`src/rtl/bps_pkg.sv`:
```
// Shared types, request codes and pattern tables for the buzzer pattern sequencer.
package bps_pkg;

  localparam logic [1:0] REQ_TICK = 2'd0;
  localparam logic [1:0] REQ_PLAY = 2'd1;
  localparam logic [1:0] REQ_STOP = 2'd2;

  localparam logic [2:0] PAT_CHIRP  = 3'd0;
  localparam logic [2:0] PAT_DOUBLE = 3'd1;
  localparam logic [2:0] PAT_TRIPLE = 3'd2;
  localparam logic [2:0] PAT_ALARM  = 3'd3;
  localparam logic [2:0] PAT_SOLID  = 3'd4;

  localparam logic [6:0] MAX_VOLUME = 7'd100;

  typedef struct packed {
    logic [1:0] req_type;
    logic [2:0] preset;
    logic [6:0] volume;
  } bps_in_t;

  typedef struct packed {
    logic       buzzer_on;
    logic [6:0] drive_volume;
    logic       is_playing;
    logic       status;
  } bps_out_t;

  // Sequencer state apart from the phase down-counter, whose width is a parameter.
  typedef struct packed {
    logic [2:0] active_pattern;
    logic [1:0] step_index;
    logic       in_on_phase;
    logic       playing;
    logic [6:0] held_volume;
  } bps_state_t;

  // On-duration in milliseconds of a step; the solid pattern is handled by pat_forever.
  function automatic logic [7:0] pat_on_ms(input logic [2:0] p, input logic [1:0] s);
    logic [7:0] d;
    d = 8'd0;
    case (p)
      PAT_CHIRP:  d = (s == 2'd0) ? 8'd50 : 8'd0;
      PAT_DOUBLE: d = (s <= 2'd1) ? 8'd100 : 8'd0;
      PAT_TRIPLE: d = (s <= 2'd2) ? 8'd100 : 8'd0;
      PAT_ALARM:  d = (s == 2'd0) ? 8'd200 : 8'd0;
      default:    d = 8'd0;
    endcase
    return d;
  endfunction

  // True where the step's on-phase is all ones and never runs out.
  function automatic logic pat_forever(input logic [2:0] p, input logic [1:0] s);
    return (p == PAT_SOLID) && (s == 2'd0);
  endfunction

  function automatic logic [7:0] pat_off_ms(input logic [2:0] p, input logic [1:0] s);
    logic [7:0] d;
    d = 8'd0;
    case (p)
      PAT_DOUBLE: d = (s == 2'd0) ? 8'd100 : 8'd0;
      PAT_TRIPLE: d = (s <= 2'd1) ? 8'd100 : 8'd0;
      PAT_ALARM:  d = (s == 2'd0) ? 8'd200 : 8'd0;
      default:    d = 8'd0;
    endcase
    return d;
  endfunction

  function automatic logic [1:0] pat_steps(input logic [2:0] p);
    logic [1:0] n;
    case (p)
      PAT_DOUBLE: n = 2'd2;
      PAT_TRIPLE: n = 2'd3;
      default:    n = 2'd1;
    endcase
    return n;
  endfunction

  function automatic logic pat_loops(input logic [2:0] p);
    return p == PAT_ALARM;
  endfunction

  function automatic logic pat_valid(input logic [2:0] p);
    return p <= PAT_SOLID;
  endfunction

endpackage

```
`src/rtl/buzzer_pattern_sequencer.sv`:
```
// A result appears in the output register in the cycle after its request is accepted.
// One request per clock unless stalled; the state update and result are one register stage.
// A request is taken while a result waits, as long as the output register is free or drains.
// Reset (synchronous, active low) silences the buzzer, clears all pattern state and
// empties the output register.
module buzzer_pattern_sequencer #(
  parameter int DURATION_BITS = 16
) (
  input  logic              clk,
  input  logic              rst_n,
  input  logic              in_valid,
  output logic              in_stall,
  input  bps_pkg::bps_in_t  in_data,
  output logic              out_valid,
  input  logic              out_stall,
  output bps_pkg::bps_out_t out_data
);
  import bps_pkg::*;

  bps_state_t               state_r;
  bps_state_t               state_nxt;
  logic [DURATION_BITS-1:0] rem_r;
  logic [DURATION_BITS-1:0] rem_nxt;
  bps_out_t                 res_nxt;
  bps_out_t                 res_r;
  logic                     out_valid_r;
  logic                     accept;

  assign in_stall  = out_valid_r & out_stall;
  assign accept    = in_valid & ~in_stall;
  assign out_valid = out_valid_r;
  assign out_data  = res_r;

  bps_step #(
    .DURATION_BITS(DURATION_BITS)
  ) u_step (
    .req     (in_data),
    .cur     (state_r),
    .rem     (rem_r),
    .nxt     (state_nxt),
    .rem_nxt (rem_nxt),
    .res     (res_nxt)
  );

  always_ff @(posedge clk) begin
    if (!rst_n) begin
      state_r     <= '0;
      rem_r       <= '0;
      out_valid_r <= 1'b0;
    end else begin
      if (accept) begin
        state_r <= state_nxt;
        rem_r   <= rem_nxt;
      end
      if (accept) begin
        out_valid_r <= 1'b1;
      end else if (!out_stall) begin
        out_valid_r <= 1'b0;
      end
    end
  end

  always_ff @(posedge clk) begin
    if (accept) begin
      res_r <= res_nxt;
    end
  end

endmodule

```
`src/rtl/bps_step.sv`:
```
// Next-state and result logic for one request of the buzzer pattern sequencer.
module bps_step #(
  parameter int DURATION_BITS = 16
) (
  input  bps_pkg::bps_in_t                req,
  input  bps_pkg::bps_state_t             cur,
  input  logic [DURATION_BITS-1:0]        rem,
  output bps_pkg::bps_state_t             nxt,
  output logic [DURATION_BITS-1:0]        rem_nxt,
  output bps_pkg::bps_out_t               res
);
  import bps_pkg::*;

  localparam logic [DURATION_BITS-1:0] DUR_ALL_ONES = {DURATION_BITS{1'b1}};

  logic [2:0]               pat;
  logic [2:0]               step_inc;
  logic [1:0]               step_next;
  logic                     stop_now;
  logic [7:0]               gap_ms;
  logic [DURATION_BITS-1:0] next_on;
  logic [DURATION_BITS-1:0] start_on;
  logic                     status;

  always_comb begin
    pat       = pat_valid(cur.active_pattern) ? cur.active_pattern : PAT_CHIRP;
    gap_ms    = pat_off_ms(pat, cur.step_index);
    step_inc  = {1'b0, cur.step_index} + 3'd1;
    stop_now  = 1'b0;
    step_next = step_inc[1:0];
    if (step_inc >= {1'b0, pat_steps(pat)}) begin
      if (pat_loops(pat)) begin
        step_next = 2'd0;
      end else begin
        stop_now = 1'b1;
      end
    end
    next_on = pat_forever(pat, step_next) ? DUR_ALL_ONES
                                          : DURATION_BITS'(pat_on_ms(pat, step_next));
    start_on = pat_forever(req.preset, 2'd0) ? DUR_ALL_ONES
                                             : DURATION_BITS'(pat_on_ms(req.preset, 2'd0));
  end

  always_comb begin
    nxt     = cur;
    rem_nxt = rem;
    status  = 1'b0;
    case (req.req_type)
      REQ_TICK: begin
        if (cur.playing) begin
          if (cur.in_on_phase && rem == DUR_ALL_ONES) begin
            rem_nxt = rem;
          end else if (rem <= DURATION_BITS'(1)) begin
            // Phase over: off gap if there is one, otherwise the next step or the end of the pattern.
            if (cur.in_on_phase && gap_ms != 8'd0) begin
              nxt.in_on_phase = 1'b0;
              rem_nxt         = DURATION_BITS'(gap_ms);
            end else if (stop_now) begin
              nxt.playing = 1'b0;
            end else begin
              nxt.step_index  = step_next;
              nxt.in_on_phase = 1'b1;
              rem_nxt         = next_on;
            end
          end else begin
            rem_nxt = rem - DURATION_BITS'(1);
          end
        end
      end
      REQ_PLAY: begin
        if (pat_valid(req.preset)) begin
          nxt.active_pattern = req.preset;
          nxt.step_index     = 2'd0;
          nxt.in_on_phase    = 1'b1;
          nxt.playing        = 1'b1;
          nxt.held_volume    = (req.volume > MAX_VOLUME) ? MAX_VOLUME : req.volume;
          rem_nxt            = start_on;
        end else begin
          nxt.playing = 1'b0;
          status      = 1'b1;
        end
      end
      REQ_STOP: begin
        nxt.playing = 1'b0;
      end
      default: begin
        nxt = cur;
      end
    endcase

    res.buzzer_on    = nxt.playing & nxt.in_on_phase;
    res.drive_volume = nxt.held_volume;
    res.is_playing   = nxt.playing;
    res.status       = status;
  end

endmodule

```
`config.mk`:
```
export PLATFORM = sky130hd
export DESIGN_NAME = buzzer_pattern_sequencer
export DESIGN_NICKNAME = d
export VERILOG_FILES = /design/src/rtl/bps_pkg.sv /design/src/rtl/buzzer_pattern_sequencer.sv /design/src/rtl/bps_step.sv
export SDC_FILE = /design/constraint.sdc
export NUM_CORES = 1
export LEC_CHECK = 0
export BUFFER_PORTS_ARGS = -buffer_cell sky130_fd_sc_hd__buf_2
export CELL_PAD_IN_SITES_DETAIL_PLACEMENT = 0
export CELL_PAD_IN_SITES_GLOBAL_PLACEMENT = 2
export CORE_UTILIZATION = 35
export DETAILED_ROUTE_END_ITERATION = 12
export PLACE_DENSITY_LB_ADDON = 0.1
export SETUP_SLACK_MARGIN = 0.3
export SYNTH_ARGS = -nofsm -noshare
export SYNTH_HDL_FRONTEND = slang
export SYNTH_SLANG_ARGS = --single-unit
```
`constraint.sdc`:
```
create_clock -name clk -period 3.4 [get_ports clk]
set_input_delay 0.34 -clock clk [delete_from_list [all_inputs] [get_ports clk]]
set_output_delay 0.34 -clock clk [all_outputs]
set_load 0.02 [all_outputs]
```
# == After elaboration in Yosys (flattened, before gate mapping) ==
# Index checks and enable logic that the tools add are counted.
# Widths: inputs -> output; s select.
# totals
regBits,41
latch_bits,0
ram_bits,0
mem_bits_ro,0
input_bits,16
word_cells,101
mem_count,0
# classes
n_addsub,2
multipliers,0
div_mod_pow,0
n_lt_le_gt_ge,8
eq_ne,19
shifts,0
n_mux,43
bitwise,4
n_reduce_logical,14
# op_table
cell,n
$mux 16,8
$mux 7,7
$pmux 8 s3,2
$pmux 16 s2,1
$pmux 8 s4,1
$eq 16x16->1 const B,1
$le 16x1->1 const B,1
$mux 8,2
$sub 16x1->16 const B,1
$eq 3x2->1 const B,4
$mux 4,3
$mux 1,9
$mux 3,3
$ne 2x2->1 const B,4
$reduce_and 8->1,1
$reduce_bool 8->1,1
$gt 7x7->1 const B,1
$eq 3x1->1 const B,2
$eq 3x3->1 const B,2
$le 3x3->1 const B,2
$logic_not 2->1,3
$logic_not 3->1,2
$mux 2,3
$mux 6,1
other kinds (18),25

# == Logic depth before layout (Yosys ltp) ==
# Gate-level depths: netlist (run 1).
# depth
word_depth,16
ltp_mapped,10
depth_no_buf,9

# == By module ==
# From an unflattened synthesis (run 1), not the netlist that was laid out.
# unflattened
cells_unflattened,439
hier_area_um2,3358.2
# modules_own_cells
mod,instances,cells_per_inst,area_per_inst_um2,seq_area_each_um2
bps_step,1,295,1799.2,0.0
buzzer_pattern_sequencer,1,144,1559.0,920.9

# == Least setup slack after synthesis (run 1) ==
# Ideal clock, no wire load.
# synth_path
path_type,register -> register
from,register state_r[12] (netlist name)
to,register state_r[7] (netlist name)
setup_ns,0.070
t_arrival_ns,2.299
path_slack_ns,1.031
stages_incl_launch_ff,10
path_buffers,0
path_cell_list,dfxtp_1 -> nand2b_1 -> or2_2 -> ha_1 -> nand2b_1 -> a31oi_1 -> nor2b_1 -> a311o_1 -> a31o_1 -> a21boi_1
# synth_between
elab_chain_cells,12
# synth_rtl
item,line,rtl
start: declaration,buzzer_pattern_sequencer.sv:20,bps_state_t state_r;
start signal: assignment,buzzer_pattern_sequencer.sv:52,state_r <= state_nxt;
$le 3x3->1,bps_pkg.sv:84,return p <= PAT_SOLID;
$mux 3 *,bps_step.sv:26,pat = pat_valid(cur.active_pattern) ? cur.active_pattern : PAT_CHIRP;
$eq 3x2->1 or $eq 3x1->1 (tied branches),"bps_pkg.sv:60, bps_pkg.sv:71",
$pmux 2 s2,bps_pkg.sv:71,case (p)
$ge 3x2->1,bps_step.sv:31,"if (step_inc >= {1'b0, pat_steps(pat)}) begin"
$mux 1,bps_step.sv:31,
$mux 1,bps_step.sv:58,end else if (stop_now) begin
$mux 1 *,bps_step.sv:55,if (cur.in_on_phase && gap_ms != 8'd0) begin
$mux 4 *,bps_step.sv:53,end else if (rem <= DURATION_BITS'(1)) begin
$mux 4 *,bps_step.sv:51,if (cur.in_on_phase && rem == DUR_ALL_ONES) begin
$mux 4 *,bps_step.sv:50,if (cur.playing) begin
$pmux 1 s3 *,bps_step.sv:48,case (req.req_type)
# Every way passes the cells marked *; elsewhere a longest branch is shown, timed or not. The select of a mux whose other input is x is not followed.
# A chain may end at the register's enable or synchronous reset.

# == Final worst setup path (run 1) ==
# layout_path
from,register state_r[11] (netlist name)
to,register rem_r[5]
# layout_between
elab_chain_cells,16
# layout_rtl
item,line,rtl
$le 3x3->1,bps_pkg.sv:84,
$mux 3 *,bps_step.sv:26,
$eq 3x2->1 or $eq 3x1->1 (tied branches),"bps_pkg.sv:42, bps_pkg.sv:60, bps_pkg.sv:71",
$pmux 2 s2,bps_pkg.sv:71,
$ge 3x2->1,bps_step.sv:31,
$mux 2,bps_step.sv:31,
$le 2x2->1 (tied with other cells),bps_pkg.sv:45,PAT_TRIPLE: d = (s <= 2'd2) ? 8'd100 : 8'd0;
$mux 7 (tied with other cells),bps_pkg.sv:45,
$pmux 8 s4,bps_pkg.sv:42,case (p)
$mux 16,bps_step.sv:38,"next_on = pat_forever(pat, step_next) ? DUR_ALL_ONES"
$mux 16,bps_step.sv:58,
$mux 16,bps_step.sv:55,
$mux 16,bps_step.sv:53,
$mux 16,bps_step.sv:51,
$mux 16,bps_step.sv:50,
$pmux 16 s2,bps_step.sv:48,
end signal: assignment,buzzer_pattern_sequencer.sv:53,rem_r <= rem_nxt;
end: declaration,buzzer_pattern_sequencer.sv:22,logic [DURATION_BITS-1:0] rem_r;
# Marked as above.

==> metrics.md, run 1 <==
| Metric | Value |
|---|---|
| Status | `completed` |
| Hold Path Sink | `out_valid` |
| Final wirelength | `7.29 mm` |
| Initial DRC count | `97` |
| Reg2reg setup slack | `0.65 ns` |
| Post_cts resized | `0` |
| Sequential cell area | `921 um2` |
| Synth Cell Area | `2630 um2` |
| CTS tree | `done` |
| Critical Path RT | `3.60 ns` |
| Worst-path clk slew | `0.09 ns` |
| CP max stage cell | `dfxtp_1` |
| Delay-heaviest family, CP | `compound AO/OA/AOI/OAI gates` |
| Fin. max-slew vios | `0` |
| Pre-CTS WS | `0.679 ns` |
| Num CTS Buffers | `5` |
| RSZ-0062 raised after global routing | `false` |
| Post-synth EDFFs | `10` |
| First-pass GRT wire length | `11.9 mm` |
| Syn Nets | `351` |
| Reg2reg start | `state_r[11]` |
| Largest net degree at the start of global routing | `37` |
| Non-filler cells, final | `453` |
| Period minus WS final | `2.75 ns` |
| Cells along the critical path | `nand2b_1, or2_2, ha_1, nand2b_1, a31oi_1, nor2b_1, a41oi_2, buf_4, o21ai_1, o221a_1` |
| Fin nets | `377` |
| Min-Delay Path Class | `in2reg` |
| Antenna cells | `0` |
| Critical path's most frequent cell | `nand2b_1` |
| DRT antenna net count | `0` |
| Post-synth top flop | `dfxtp_1` |
| Most frequent cells in the layout | `50 x nand2_1, 31 x dfxtp_1, 27 x buf_2` |
| Initial antenna violation count | `0` |
| DR pass1 iterations | `4` |
| Die width | `88.7 um` |
| Die height | `88.7 um` |
| Most common cell after layout, fill and taps aside | `nand2_1` |
| Distinct cell type count after synthesis | `53` |
| Power Density | `428 nW/um2` |
| Critical path peak fanout | `24` |
| Fillers | `764` |
| Initial Util | `0.363` |
| H-tree depth | `2` |
| Cells after synthesis | `327` |
| Hold-fix buffers, CTS | `0` |
| Nature of the critical path startpoint | `flop` |
| Highest clock rate | `0.364 GHz` |
| Share of layout cells above drive strength 1 | `0.158` |
| Final setup margin | `0.650 ns` |
| Hold path cells | `2` |
| Die area | `7870 um2` |
| Num rows | `31` |
| Slowest cell delay on critical path | `0.42 ns` |
| Seq/Total Area, Yosys | `0.350` |
| Cells on worst reg2reg path | `10` |
| GP Congestion | `0.829` |
| Crit share post-route | `0.809` |
| Synth Register Bits | `41` |
| Endpoints failing hold | `0` |
| RR Endpoint | `rem_r[5]` |
| Residual DRC count | `0` |
| Setup TNS after final layout | `0 ns` |
| Critical hold path startpoint | `in_valid` |
| Core area | `7250 um2` |
| Leakage power | `1.14 nW` |
| Setup Skew | `0.0125 ns` |
| Number of global-route vias before repair | `2,296` |
| Buffers & Inverters on Critical Path | `1` |
| Arrival time worst endpoint | `2.95 ns` |
| Max_cap viols | `0` |
| Area delta synth->final | `13.6%` |
| Post-CTS setup buffers | `0` |
| Worst slew pin tran | `0.701 ns` |
| # placed instances | `445` |
| Vias | `2,445` |
| Io pins | `28` |
| Multi-input gate area | `1610 um2` |
| Syn_area_per_cell | `8.04 um2` |
| Routed vias/inst | `5.40` |
| Clk root buf | `clkbuf_8` |
| Max VDD drop | `0.000163 V` |
| Post-DR wirelength/cell | `16.1 um` |
| Post-DP HPWL | `5.30 mm` |
| GRT Residual Overflow | `0` |
| Clock buffer depth | `2` |
| Setup violations, final | `0` |
| Post-synth ARST share | `0` |
| Slew HR | `0.528` |
| Clock sink count | `41` |
| Port Buffers | `27` |
| Total Routing Usage GR | `0.203` |
| Hold WS | `0.255 ns` |
| Critical path capture point type | `flop` |
| Clk_lat worst skew | `0.31 ns` |
| Yosys warns | `0` |
| WS Path Type | `reg2reg` |
-- worst max-delay path by stage --
stage | startpoint | end | slack (ns) | cells past startpoint
global placement | state_r[12] | rem_r[5] | 0.76 | 10
detailed placement | state_r[12] | rem_r[5] | 0.68 | 10
CTS | state_r[12] | rem_r[5] | 0.66 | 10
finish | state_r[11] | rem_r[5] | 0.65 | 10
global route | state_r[11] | rem_r[5] | 0.45 | 10
floorplan | state_r[12] | state_r[7] | 1.03 | 9
-- synthesized netlist by cell type, types with 3 or more instances --
| cell | count | area (um2) |
|---|---|---|
| a31oi_1 | 10 | 62.6 |
| nand3b_1 | 3 | 22.5 |
| nand2_1 | 50 | 188 |
| nor2b_1 | 5 | 31.3 |
| o21ai_0 | 18 | 90.1 |
| dfxtp_1 | 31 | 621 |
| nor2_1 | 25 | 93.8 |
| nand3_1 | 10 | 50.1 |
| inv_1 | 10 | 37.5 |
| nor3_1 | 6 | 30.0 |
| o211ai_1 | 7 | 52.6 |
| and2_1 | 5 | 31.3 |
| nand2b_1 | 8 | 50.1 |
| a21boi_1 | 3 | 22.5 |
| nand4_1 | 6 | 37.5 |
| a21boi_0 | 9 | 67.6 |
| xor2_1 | 4 | 35.0 |
| o21a_1 | 4 | 30.0 |
| o21ai_1 | 18 | 90.1 |
| a21oi_1 | 19 | 95.1 |
| ha_1 | 7 | 87.6 |
| clkbuf_1 | 9 | 33.8 |
| edfxtp_1 | 10 | 300 |
| nor4_1 | 7 | 43.8 |
| o31ai_1 | 3 | 22.5 |
| or3_4 | 3 | 33.8 |
| buf_2 | 4 | 20.0 |
-- registers in the layout (all words and copies together) (netlist names) --
name and count:
state_r 14, out_data 10, rem_r 16, out_valid 1
-- where the power goes --
part           total (mW)  switching [mW]  internal, mW
clock               0.415           0.195         0.220
combinational       0.324           0.210         0.114
sequential          0.540          0.0198         0.520
-- routing by layer --
| layer | track usage | part of all wire | vias to the layer above |
|---|---|---|---|
| li1 | - | - | 1250 |
| met1 | 0.255 | 0.47 | 1154 |
| met2 | 0.362 | 0.50 | 35 |
| met3 | 0.0308 | 0.022 | 6 |
| met4 | 0.0528 | 0.0099 | 0 |
| met5 | 0 | 0 | - |
-- through the flow --
step           total power, mW  cell area, um2   util
4_1_cts                   1.29            2990  0.412
3_3_place_gp             0.881            2870  0.396
2_1_floorplan            0.786            2630      -
5_1_grt                   1.35            2990  0.412
3_5_place_dp             0.878            2870  0.396
6_report                  1.28            2990  0.412
-- worst reg2reg max path: cells and delay by family (launching register included) --
family | cells | cell delay (ns)
AOI/OAI and AO/OA | 4 | 0.96
and+or+nand+nor | 4 | 0.73
DFF | 1 | 0.42
buffers and inverters | 1 | 0.27
adders and majority gates | 1 | 0.26
-- area by class of cell --
class                           count  area share
Timing Repair Buffer               33      0.0603
Sequential cell                    41       0.308
Clock inverter                      3      0.0155
Tap cell                           99      0.0415
Inverter                           10      0.0126
Multi-Input combinational cell    262       0.539
Clock buffer                        5      0.0230
-- cells by family after synthesis --
group / after synthesis / synth area share
and+or+nand+nor: 136 / 0.264
AOI/OAI and AO/OA: 111 / 0.284
DFF: 41 / 0.350
buffers and inverters: 24 / 0.0376
adders and majority gates: 8 / 0.0409
xor gates and xnor gates: 6 / 0.0200
muxes: 1 / 0.00381
Power figures use the tool's default switching activity.
==> run 2: changes to the inputs <==
==> constraint.sdc (replaced) <==
create_clock -name clk -period 2.65 [get_ports clk]
set_input_delay 0.265 -clock clk [delete_from_list [all_inputs] [get_ports clk]]
set_output_delay 0.265 -clock clk [all_outputs]
set_load 0.02 [all_outputs]
==> run 2 against run 1 <==
  * Setup slack got worse by 0.31 ns
  * Global-route usage increased by 0.11 points
  * Sequential share of layout area shrank 1.3 points
  * Combinational power rose by 35%
  * Core utilization rose by 2.1 points
  * Critical path type unchanged
==> metrics.md, run 2 (synthesis gave the netlist of run 1 again) <==
| Metric | Value |
|---|---|
| Largest net degree at the start of global routing | `36 (was 37)` |
| Crit share post-route | `0.873 (was 0.809)` |
| Port Buffers | `27 (unchanged)` |
| Final setup margin | `0.335 ns (was 0.650 ns)` |
| Power Density | `559 nW/um2 (was 428 nW/um2)` |
| Clk_lat worst skew | `0.30 ns (was 0.31 ns)` |
| Min-Delay Path Class | `in2reg (unchanged)` |
| Highest clock rate | `0.432 GHz (was 0.364 GHz)` |
| Initial Util | `0.363 (unchanged)` |
| Fin nets | `384 (was 377)` |
| Endpoints failing hold | `0 (unchanged)` |
| Max_cap viols | `0 (unchanged)` |
| Most frequent cells in the layout | `50 x nand2_1, 28 x dfxtp_1, 27 x buf_2 (was 50 x nand2_1, 31 x dfxtp_1, 27 x buf_2)` |
| Core area | `7250 um2 (unchanged)` |
| Initial antenna violation count | `0 (unchanged)` |
| Setup violations, final | `0 (unchanged)` |
| Share of layout cells above drive strength 1 | `0.208 (was 0.158)` |
| First-pass GRT wire length | `12.1 mm (was 11.9 mm)` |
| Final Util | `0.433 (was 0.412)` |
| Critical path peak fanout | `5 (was 24)` |
| Area delta synth->final | `19.5% (was 13.6%)` |
| Post-DP HPWL | `5.34 mm (was 5.30 mm)` |
| DRT antenna net count | `0 (unchanged)` |
| Post-DR wirelength/cell | `16.0 um (was 16.1 um)` |
| Critical Path RT | `2.72 ns (was 3.60 ns)` |
| Num CTS Buffers | `5 (unchanged)` |
| Residual DRC count | `0 (unchanged)` |
| Worst-path clk slew | `0.09 ns (about the same)` |
| GRT Residual Overflow | `0 (unchanged)` |
| Number of flip-flops in the largest register | `16 (unchanged)` |
| Die area | `7870 um2 (unchanged)` |
| Vias | `2,495 (was 2,445)` |
| Hold WS | `0.173 ns (was 0.255 ns)` |
| H-tree depth | `2 (unchanged)` |
| Leakage power | `1.21 nW (was 1.14 nW)` |
| Post-CTS setup buffers | `0 (unchanged)` |
| DR pass1 iterations | `4 (unchanged)` |
| Slew HR | `0.592 (was 0.528)` |
| Clock sink count | `41 (unchanged)` |
| Num rows | `31 (unchanged)` |
| Io pins | `28 (unchanged)` |
| Status | `completed (unchanged)` |
| Most common cell after layout, fill and taps aside | `nand2_1 (unchanged)` |
| Die height | `88.7 um (unchanged)` |
| Routed vias/inst | `5.42 (was 5.40)` |
| Total Routing Usage GR | `0.204 (was 0.203)` |
| Clk root buf | `clkbuf_8 (unchanged)` |
| GP Congestion | `0.845 (was 0.829)` |
| RSZ-0062 raised after global routing | `true (was false)` |
| Fillers | `768 (was 764)` |
| Max VDD drop | `0.000224 V (was 0.000163 V)` |
| Pre-CTS WS | `0.241 ns (was 0.679 ns)` |
| WS Path Type | `reg2reg (unchanged)` |
| CTS tree | `done (unchanged)` |
| Nature of the critical path startpoint | `flop (unchanged)` |
| Final Power | `1.76 mW (was 1.28 mW)` |
| Hold-fix buffers, CTS | `0 (unchanged)` |
| Worst slew pin tran | `0.610 ns (was 0.701 ns)` |
| Number of global-route vias before repair | `2,341 (was 2,296)` |
| Arrival time worst endpoint | `2.38 ns (was 2.95 ns)` |
| Antenna cells | `0 (unchanged)` |
| Clock buffer depth | `2 (unchanged)` |
| Setup Skew | `0.00708 ns (was 0.0125 ns)` |
| Final wirelength | `7.35 mm (was 7.29 mm)` |
| Initial DRC count | `113 (was 97)` |
| Period minus WS final | `2.31 ns (was 2.75 ns)` |
| Die width | `88.7 um (unchanged)` |
| Biggest register | `rem_r (unchanged)` |
| Setup TNS after final layout | `0 ns (unchanged)` |
| Critical path capture point type | `flop (unchanged)` |
| Fin. max-slew vios | `0 (unchanged)` |
==> run 2: cell types whose count changed in the layout (fill, tap and decap cells not counted), moves of 2 or more <==
cell and delta:
a21oi_2 +2, dfxtp_1 -3, nand2b_4 +4, dfxtp_2 +2, buf_4 +6, a21oi_1 -2
nand2b_1 -4
==> run 2: final timing paths <==
path | from | endpoint | slack [ns] | cells past startpoint
min reg2reg | state_r[6] | state_r[6] | 0.47 | 2
min | in_valid | out_valid | 0.17 | 2
max | state_r[12] | out_data[9] | 0.34 | 8
max reg2reg | state_r[12] | out_data[9] | 0.34 | 8
==> run 2: repair_timing <==
item	in CTS	in global routing
resized for setup	6	7
pin swaps	1	5
setup endpoints to repair	10	14
==> run 2: critical path, stage by stage (launching register included) <==
cell and delay [ns]:
dfxtp_4 0.37, nand2b_4 0.15, a21o_1 0.19, fa_1 0.49, a31oi_2 0.10, nor2b_2 0.22
a311o_1 0.23, nand2_1 0.09, a41o_1 0.22
==> run 2: final cells by class <==
class	instances	area [um2]	share of cell area
clock inverters	3	68.8	0.0219
well taps	99	124	0.0394
inverters	10	37.5	0.0119
repair buffers	40	245	0.0781
clock buffers	5	68.8	0.0219
flip-flops and latches	41	927	0.295
multi-input cells	262	1670	0.532
==> run 2: power breakdown <==
part | leakage (nW) | switching, mW | internal (mW) | total (mW)
sequential | 0.354 | 0.0249 | 0.667 | 0.692
clock | 0.0687 | 0.248 | 0.380 | 0.627
combinational | 0.784 | 0.274 | 0.162 | 0.437
total | 1.21 | 0.547 | 1.21 | 1.76
==> run 2: per-stage QoR <==
step                      std cells  area, um2
after global routing            460       3140
after global placement          452       2940
after floorplan                 327       2640
after CTS                       460       3100
final                           460       3140
after detailed placement        452       2940
==> run 2: layer usage <==
layer  global-route usage  part of all wire  up-vias
met3               0.0345             0.032        8
met5                    0                 0        -
li1                     -                 -     1266
met1                0.253              0.46     1176
met4               0.0587             0.015        0
met2                0.362              0.50       45
